$ cat config.mk
export PLATFORM = sky130hd
export DESIGN_NAME = modular_arithmetic_unit
export DESIGN_NICKNAME = d
export VERILOG_FILES = /design/src/mau_pkg.sv /design/src/mau_regs.sv /design/src/mau_div.sv /design/src/modular_arithmetic_unit.sv
export SDC_FILE = /design/constraint.sdc
export NUM_CORES = 2
export LEC_CHECK = 0
export BUFFER_PORTS_ARGS = -buffer_cell sky130_fd_sc_hd__buf_4
export CAP_MARGIN = 0
export CELL_PAD_IN_SITES_DETAIL_PLACEMENT = 0
export CELL_PAD_IN_SITES_GLOBAL_PLACEMENT = 2
export CORE_ASPECT_RATIO = 0.9
export CORE_MARGIN = 3
export CORE_UTILIZATION = 25
export CTS_CLUSTER_DIAMETER = 120
export DETAILED_ROUTE_END_ITERATION = 16
export PLACE_DENSITY = 0.61
export SYNTH_ARGS = -nofsm -noshare
export SYNTH_HDL_FRONTEND = slang
export SYNTH_SLANG_ARGS = --single-unit
$ cat constraint.sdc
create_clock -name clk -period 10.6 [get_ports clk]
set_input_delay 2.12 -clock clk [delete_from_list [all_inputs] [get_ports clk]]
set_output_delay 2.12 -clock clk [all_outputs]
set_load 0.005 [all_outputs]
$ cat src/mau_pkg.sv
// Shared constants and command codes for the modular arithmetic unit.
package mau_pkg;

  localparam int WORD_BITS_DEF = 32;
  localparam int DATA_W        = 32;
  localparam int CMD_W         = 2;
  localparam int IN_TDATA_W    = 72;
  localparam int CFG_ADDR_W    = 3;
  localparam int CFG_DATA_W    = 32;

  localparam logic [31:0] MOD_RESET = 32'd998244353;

  localparam logic [CMD_W-1:0] CMD_ADD = 2'd0;
  localparam logic [CMD_W-1:0] CMD_SUB = 2'd1;
  localparam logic [CMD_W-1:0] CMD_MUL = 2'd2;
  localparam logic [CMD_W-1:0] CMD_DIV = 2'd3;

  localparam logic [0:0] REG_MODULUS = 1'd0;

endpackage

$ cat src/mau_regs.sv
// APB configuration register holding the modulus.
module mau_regs #(
  parameter int WORD_BITS = 32
) (
  input  logic                           clk,
  input  logic                           rst_n,
  input  logic                           cfg_psel,
  input  logic                           cfg_penable,
  input  logic                           cfg_pwrite,
  input  logic [mau_pkg::CFG_ADDR_W-1:0] cfg_paddr,
  input  logic [mau_pkg::CFG_DATA_W-1:0] cfg_pwdata,
  output logic [mau_pkg::CFG_DATA_W-1:0] cfg_prdata,
  output logic                           cfg_pready,
  output logic [WORD_BITS-1:0]           modulus
);
  import mau_pkg::*;

  logic [WORD_BITS-1:0] modulus_r;
  logic                 wr_en;

  assign wr_en      = cfg_psel && cfg_penable && cfg_pwrite &&
                      (cfg_paddr[CFG_ADDR_W-1 -: 1] == REG_MODULUS);
  assign cfg_pready = 1'b1;
  assign cfg_prdata = CFG_DATA_W'(modulus_r);
  assign modulus    = modulus_r;

  always_ff @(posedge clk) begin
    if (!rst_n) begin
      modulus_r <= MOD_RESET[WORD_BITS-1:0];
    end else if (wr_en) begin
      modulus_r <= cfg_pwdata[WORD_BITS-1:0];
    end
  end

endmodule

$ cat src/mau_div.sv
// Restoring shift-subtract divider, one quotient bit per cycle.
module mau_div #(
  parameter int WORD_BITS = 32
) (
  input  logic                     clk,
  input  logic                     rst_n,
  input  logic                     start,
  input  logic                     long_run,
  input  logic [2*WORD_BITS-1:0]   dividend,
  input  logic [WORD_BITS-1:0]     divisor,
  output logic                     done,
  output logic [WORD_BITS-1:0]     quotient,
  output logic [WORD_BITS-1:0]     remainder
);
  import mau_pkg::*;

  localparam int CNT_W = $clog2(2 * WORD_BITS + 1);

  logic [CNT_W-1:0]       cnt_r, cnt_nxt;
  logic                   done_r, done_nxt;
  logic [2*WORD_BITS-1:0] q_r, q_nxt;
  logic [WORD_BITS-1:0]   rem_r, rem_nxt;
  logic [WORD_BITS-1:0]   div_r, div_nxt;
  logic [WORD_BITS:0]     rem_sh;
  logic [WORD_BITS:0]     rem_sub;
  logic                   ge;

  assign rem_sh  = {rem_r, q_r[2*WORD_BITS-1]};
  assign ge      = rem_sh >= {1'b0, div_r};
  assign rem_sub = rem_sh - {1'b0, div_r};

  always_comb begin
    cnt_nxt  = cnt_r;
    done_nxt = 1'b0;
    q_nxt    = q_r;
    rem_nxt  = rem_r;
    div_nxt  = div_r;
    if (start) begin
      cnt_nxt = long_run ? CNT_W'(2 * WORD_BITS) : CNT_W'(WORD_BITS);
      q_nxt   = long_run ? dividend : {dividend[WORD_BITS-1:0], {WORD_BITS{1'b0}}};
      rem_nxt = '0;
      div_nxt = divisor;
    end else if (cnt_r != '0) begin
      cnt_nxt  = cnt_r - 1'b1;
      done_nxt = (cnt_r == CNT_W'(1));
      q_nxt    = {q_r[2*WORD_BITS-2:0], ge};
      rem_nxt  = ge ? rem_sub[WORD_BITS-1:0] : rem_sh[WORD_BITS-1:0];
    end
  end

  always_ff @(posedge clk) begin
    if (!rst_n) begin
      cnt_r  <= '0;
      done_r <= 1'b0;
    end else begin
      cnt_r  <= cnt_nxt;
      done_r <= done_nxt;
    end
  end

  always_ff @(posedge clk) begin
    q_r   <= q_nxt;
    rem_r <= rem_nxt;
    div_r <= div_nxt;
  end

  assign done      = done_r;
  assign quotient  = q_r[WORD_BITS-1:0];
  assign remainder = rem_r;

endmodule

$ cat src/modular_arithmetic_unit.sv
// Top level: sequencer, shared multiplier and output register of the unit.
// Add/subtract reduce an operand with the divider only when it is not below the modulus;
// multiply reduces its product with the divider; divide runs extended-Euclid rounds, each a
// divider pass and a multiply (at most 46 rounds at 32 bits), then multiplies by the inverse.
// in_tready is high only when idle, so no new transaction is taken while one is in flight.
// Reset: synchronous active-low rst_n clears control state, modulus to 998244353.
module modular_arithmetic_unit #(
  parameter int WORD_BITS = mau_pkg::WORD_BITS_DEF
) (
  input  logic                           clk,
  input  logic                           rst_n,
  input  logic                           in_tvalid,
  output logic                           in_tready,
  input  logic [mau_pkg::IN_TDATA_W-1:0] in_tdata,   // cmd[1:0], operand_a[33:2], operand_b[65:34]
  output logic                           out_tvalid,
  input  logic                           out_tready,
  output logic [mau_pkg::DATA_W-1:0]     out_tdata,  // result[31:0]
  output logic                           out_tuser,  // not_invertible[0]
  input  logic                           cfg_psel,
  input  logic                           cfg_penable,
  input  logic                           cfg_pwrite,
  input  logic [mau_pkg::CFG_ADDR_W-1:0] cfg_paddr,
  input  logic [mau_pkg::CFG_DATA_W-1:0] cfg_pwdata,
  output logic [mau_pkg::CFG_DATA_W-1:0] cfg_prdata,
  output logic                           cfg_pready
);
  import mau_pkg::*;

  localparam int W  = WORD_BITS;
  localparam int CW = W + 2;

  localparam logic [3:0] S_IDLE  = 4'd0;
  localparam logic [3:0] S_START = 4'd1;
  localparam logic [3:0] S_RED_A = 4'd2;
  localparam logic [3:0] S_CHK_B = 4'd3;
  localparam logic [3:0] S_RED_B = 4'd4;
  localparam logic [3:0] S_ADD   = 4'd5;
  localparam logic [3:0] S_MUL   = 4'd6;
  localparam logic [3:0] S_MRED  = 4'd7;
  localparam logic [3:0] S_MWAIT = 4'd8;
  localparam logic [3:0] S_EUC   = 4'd9;
  localparam logic [3:0] S_EDIV  = 4'd10;
  localparam logic [3:0] S_EMUL  = 4'd11;
  localparam logic [3:0] S_ESTEP = 4'd12;
  localparam logic [3:0] S_INV   = 4'd13;
  localparam logic [3:0] S_DONE  = 4'd14;

  logic [W-1:0] modulus;

  logic [3:0]        state_r, state_nxt;
  logic [CMD_W-1:0]  cmd_r, cmd_nxt;
  logic [W-1:0]      a_r, a_nxt, b_r, b_nxt;
  logic [W-1:0]      ea_r, ea_nxt, eb_r, eb_nxt;
  logic [CW-1:0]     u_r, u_nxt, v_r, v_nxt;
  logic [2*W+1:0]    prod_r, prod_nxt;
  logic [W-1:0]      res_r, res_nxt;
  logic              flag_r, flag_nxt;
  logic              out_valid_r, out_valid_nxt;
  logic [DATA_W-1:0] out_data_r, out_data_nxt;
  logic              out_user_r, out_user_nxt;

  logic              div_start, div_long, div_done;
  logic [2*W-1:0]    div_dividend;
  logic [W-1:0]      div_divisor, div_quot, div_rem;

  logic [W-1:0]      mul_x;
  logic [CW-1:0]     mul_y;
  logic [W:0]        sum, sum_red;
  logic [CW-1:0]     u_fix;

  mau_regs #(.WORD_BITS(W)) u_regs (
    .clk         (clk),
    .rst_n       (rst_n),
    .cfg_psel    (cfg_psel),
    .cfg_penable (cfg_penable),
    .cfg_pwrite  (cfg_pwrite),
    .cfg_paddr   (cfg_paddr),
    .cfg_pwdata  (cfg_pwdata),
    .cfg_prdata  (cfg_prdata),
    .cfg_pready  (cfg_pready),
    .modulus     (modulus)
  );

  mau_div #(.WORD_BITS(W)) u_div (
    .clk       (clk),
    .rst_n     (rst_n),
    .start     (div_start),
    .long_run  (div_long),
    .dividend  (div_dividend),
    .divisor   (div_divisor),
    .done      (div_done),
    .quotient  (div_quot),
    .remainder (div_rem)
  );

  assign in_tready  = (state_r == S_IDLE);
  assign out_tvalid = out_valid_r;
  assign out_tdata  = out_data_r;
  assign out_tuser  = out_user_r;

  assign sum     = {1'b0, a_r} + {1'b0, (cmd_r == CMD_SUB) ? (modulus - b_r) : b_r};
  assign sum_red = (sum >= {1'b0, modulus}) ? (sum - {1'b0, modulus}) : sum;
  assign u_fix   = u_r[CW-1] ? (u_r + {2'b00, modulus}) : u_r;

  always_comb begin
    mul_x = a_r;
    mul_y = {2'b00, b_r};
    if (state_r == S_EMUL) begin
      mul_x = div_quot;
      mul_y = v_r;
    end
  end

  always_comb begin
    state_nxt     = state_r;
    cmd_nxt       = cmd_r;
    a_nxt         = a_r;
    b_nxt         = b_r;
    ea_nxt        = ea_r;
    eb_nxt        = eb_r;
    u_nxt         = u_r;
    v_nxt         = v_r;
    prod_nxt      = prod_r;
    res_nxt       = res_r;
    flag_nxt      = flag_r;
    out_valid_nxt = out_valid_r;
    out_data_nxt  = out_data_r;
    out_user_nxt  = out_user_r;
    div_start     = 1'b0;
    div_long      = 1'b0;
    div_dividend  = {{W{1'b0}}, a_r};
    div_divisor   = modulus;

    if (out_valid_r && out_tready) begin
      out_valid_nxt = 1'b0;
    end

    case (state_r)
      S_IDLE: begin
        if (in_tvalid) begin
          cmd_nxt   = in_tdata[CMD_W-1:0];
          a_nxt     = in_tdata[CMD_W +: W];
          b_nxt     = in_tdata[CMD_W+DATA_W +: W];
          flag_nxt  = 1'b0;
          res_nxt   = '0;
          state_nxt = S_START;
        end
      end
      S_START: begin
        if (modulus[W-1:1] == '0) begin
          state_nxt = S_DONE;
        end else begin
          case (cmd_r)
            CMD_ADD, CMD_SUB: begin
              if (a_r >= modulus) begin
                div_start = 1'b1;
                state_nxt = S_RED_A;
              end else begin
                state_nxt = S_CHK_B;
              end
            end
            CMD_MUL: state_nxt = S_MUL;
            default: begin
              ea_nxt    = b_r;
              eb_nxt    = modulus;
              u_nxt     = CW'(1);
              v_nxt     = '0;
              state_nxt = S_EUC;
            end
          endcase
        end
      end
      S_RED_A: begin
        if (div_done) begin
          a_nxt     = div_rem;
          state_nxt = S_CHK_B;
        end
      end
      S_CHK_B: begin
        div_dividend = {{W{1'b0}}, b_r};
        if (b_r >= modulus) begin
          div_start = 1'b1;
          state_nxt = S_RED_B;
        end else begin
          state_nxt = S_ADD;
        end
      end
      S_RED_B: begin
        if (div_done) begin
          b_nxt     = div_rem;
          state_nxt = S_ADD;
        end
      end
      S_ADD: begin
        res_nxt   = sum_red[W-1:0];
        state_nxt = S_DONE;
      end
      S_MUL: begin
        prod_nxt  = {{(W+2){1'b0}}, mul_x} * {{W{1'b0}}, mul_y};
        state_nxt = S_MRED;
      end
      S_MRED: begin
        div_start    = 1'b1;
        div_long     = 1'b1;
        div_dividend = prod_r[2*W-1:0];
        state_nxt    = S_MWAIT;
      end
      S_MWAIT: begin
        if (div_done) begin
          res_nxt   = div_rem;
          state_nxt = S_DONE;
        end
      end
      S_EUC: begin
        div_dividend = {{W{1'b0}}, ea_r};
        div_divisor  = eb_r;
        if (eb_r == '0) begin
          if (ea_r == W'(1)) begin
            state_nxt = S_INV;
          end else begin
            res_nxt   = '0;
            flag_nxt  = 1'b1;
            state_nxt = S_DONE;
          end
        end else begin
          div_start = 1'b1;
          state_nxt = S_EDIV;
        end
      end
      S_EDIV: begin
        if (div_done) begin
          state_nxt = S_EMUL;
        end
      end
      S_EMUL: begin
        prod_nxt  = {{(W+2){1'b0}}, mul_x} * {{W{1'b0}}, mul_y};
        state_nxt = S_ESTEP;
      end
      S_ESTEP: begin
        ea_nxt    = eb_r;
        eb_nxt    = div_rem;
        u_nxt     = v_r;
        v_nxt     = u_r - prod_r[CW-1:0];
        state_nxt = S_EUC;
      end
      S_INV: begin
        b_nxt     = u_fix[W-1:0];
        state_nxt = S_MUL;
      end
      S_DONE: begin
        if (!out_valid_r || out_tready) begin
          out_valid_nxt = 1'b1;
          out_data_nxt  = DATA_W'(res_r);
          out_user_nxt  = flag_r;
          state_nxt     = S_IDLE;
        end
      end
      default: state_nxt = S_IDLE;
    endcase
  end

  always_ff @(posedge clk) begin
    if (!rst_n) begin
      state_r     <= S_IDLE;
      out_valid_r <= 1'b0;
    end else begin
      state_r     <= state_nxt;
      out_valid_r <= out_valid_nxt;
    end
  end

  always_ff @(posedge clk) begin
    cmd_r      <= cmd_nxt;
    a_r        <= a_nxt;
    b_r        <= b_nxt;
    ea_r       <= ea_nxt;
    eb_r       <= eb_nxt;
    u_r        <= u_nxt;
    v_r        <= v_nxt;
    prod_r     <= prod_nxt;
    res_r      <= res_nxt;
    flag_r     <= flag_nxt;
    out_data_r <= out_data_nxt;
    out_user_r <= out_user_nxt;
  end

endmodule

==> out/metrics.csv <==
metric;value;unit
Util after Layout;0.288;
port bufs;172;
Worst-Margin Slew;1.52;ns
met3 Usage GRT;0.0370;
WL per Instance;26.5;um
Synth cell types;94;
Period minus WS final;10.16;ns
drt initial violations;5245;
Seq cells post-synth;501;
CTS buffer count;55;
Die Footprint;0.270;mm^2
buffer count from post-CTS setup fixing;0;
vias in the first global route;54800;
FILL cells;28000;
Clock Latency Late Sink;0.66;ns
number of vias in the routed layout;54500;
DRC errors left;0;
routed wire length;292000;um
Max Freq;98.4;MHz
Via-to-Cell Ratio;4.94;
PostCTS Resize Cnt;0;
met2 Track Usage GR;0.321;
RePlAce Congestion;0.939;
first-pass GRT wire length;415000;um
CP max stage delay;0.64;ns
Syn. warnings;0;
CTS tree;yes;
Die H;493;um
slowest CP cell;nand2_1;
max cap viols;2;
met1 Use GR;0.321;
area occupied by multi-input gates;0.0468;mm^2
core region area;0.262;mm^2
Req. time, crit path;10.99;ns
DP HPWL;236000;um
I/O pin count;182;
Worst path most repeated cell;fa_1;
CP endpoint kind;register;
worst endpoint data arrival time;10.55;ns
setup_tns;0;ns
WS Path Type;register to register;
layout cells sized above 1;0.0931;
CTS clock-pin slew for the worst setup and hold paths;0.07;ns
total track usage;0.213;
syn avg cell area;9.05;um^2
Final Hold Fails;0;
Max Slew Vio Count;2;
Bufs on Longest Clock Path;3;
Syn Nets;8836;
sequential area share after synthesis;0.216;
ys async rst share;0;
largest net degree at the start of global routing;133;
final worst-path cycle share;0.959;
post-route setup slack;0.436;ns
failing checks;max-capacitance violations, max-slew violations;
final setup violation count;0;
fin cells;11000;
Place WS;0.654;ns
Mapped Area;0.0660;mm^2
Final nets;9034;
global-route layer with the greatest usage;met2;
Root Buffer;clkbuf_16;
Post-Synthesis Cells;7285;
type of the most critical hold path;register to register;
DRT antenna net count;0;
status;complete, but fails checks;
clk_skew;0.0259;ns
max_slew headroom;-0.0212;
Storage cell area;0.0143;mm^2
Startpoint Class;register;
CTS Hold Bufs;0;
synthesis-to-layout area growth;14.2;%
Initial Utilization;0.252;
number of synthesized flops with an enable pin;424;
level count of the clock H-tree;2;
grt total ovfl;0;
die extent in x;547;um
clock sinks;501;
placed cell count;10900;
initial antenna violation count;40;
TritonRoute pass-1 iters;5;
RSZ-0062 raised after global routing;no;
Crit Path Max Fanout;28;
Rows;178;
top_reg_cell synth;edfxtp_1;
state kept, by name, indices dropped and copies added, names as in the netlist, 4 cells and up:
signal and count:
u_div.remainder 32, eb_r 32, u_regs.cfg_prdata 32, u_div.div_r 32, ea_r 32, res_r 32, state_r 4, a_r 32
u_div.cnt_r 7, b_r 32, u_div.q_r 64, u_r 34, out_tdata 32, prod_r 64, v_r 34
stage by stage:
step           instance area, um^2  hold slack [ns]
3_3_place_gp                 73400            0.405
5_1_grt                      75300            0.426
2_1_floorplan                66000            0.400
6_report                     75300            0.417
3_5_place_dp                 73400            0.405
4_1_cts                      75300            0.419
layer usage:
metal,vias up,wire [um]
met2,1915,125000
li1,24200,-
met1,28200,140000
met4,2,5360
met3,251,21500
met5,-,12
path summary, 6_finish.rpt:
path | startpoint | end | slack (ns) | cells past startpoint
worst min-delay path | res_r[12] | out_tdata[12] | 0.42 | 0
worst max-delay path | state_r[3] | prod_r[62] | 0.44 | 28
worst min register to register | res_r[12] | out_tdata[12] | 0.42 | 0
worst max register to register | state_r[3] | prod_r[62] | 0.44 | 28
synth_stat cells, types with 77 or more instances:
cell type     n  share of area
edfxtp_1    424           0.19
xor2_1       96          0.013
clkbuf_1    272          0.015
ha_1        476          0.090
a21oi_1     287          0.022
xnor2_1     128          0.017
inv_1      1111          0.063
o21ai_0     350          0.027
nand2_1    1217          0.069
a21o_1      123          0.014
fa_1        961           0.29
mux2i_1     111          0.017
nor2_1      676          0.038
dfxtp_1      77          0.023
layout by cell type (no fill, tap or decap), types with 30 or more instances in the layout:
cell	n
a31oi_1	34
dfxtp_1	77
and2_1	55
a21o_1	123
a21oi_1	287
mux2_2	33
a311oi_1	36
nand4_1	40
ha_1	476
buf_12	30
nand2_1	1214
xnor2_1	128
edfxtp_1	424
nor2_1	671
nand2b_1	37
nor3_1	53
mux2i_1	69
a211oi_1	51
o211ai_1	33
fa_1	961
xor2_1	96
a221o_1	43
inv_1	1111
clkbuf_16	59
buf_4	428
nand3_1	64
mux2i_2	38
and3_1	55
o21a_1	43
o21ai_0	338
kinds of logic after synthesis:
family                   count (synthesis)  share of synthesized area
AO/OA/AOI/OAI                         1224                      0.120
XOR/XNOR                               224                     0.0297
adder cells (fa/ha/maj)               1437                      0.382
buffers and inverters                 1431                     0.0824
flip-flops                             501                      0.216
multiplexers                           144                     0.0225
other                                    1                  0.0000569
AND/OR/NAND/NOR                       2323                      0.147
cell type report:
class,instances,area share
multi-input combinational,5353,0.621
clock inverter,25,0.00375
timing repair buffer,458,0.0506
sequential,501,0.189
tap,3510,0.0583
antenna,5,0.000166
clock buffer,79,0.0214
inverter,1114,0.0555
critical path, delay by kind of cell, from the launching register on:
family / cells / cell delay (ns)
compound gates: 8 / 1.80
fa+ha+maj: 9 / 4.31
buf+inv: 4 / 0.95
flops: 1 / 0.49
simple gates: 7 / 2.23
Power is not shown: default switching activity piles up to over one toggle a cycle in this logic, so the estimate is an artifact.
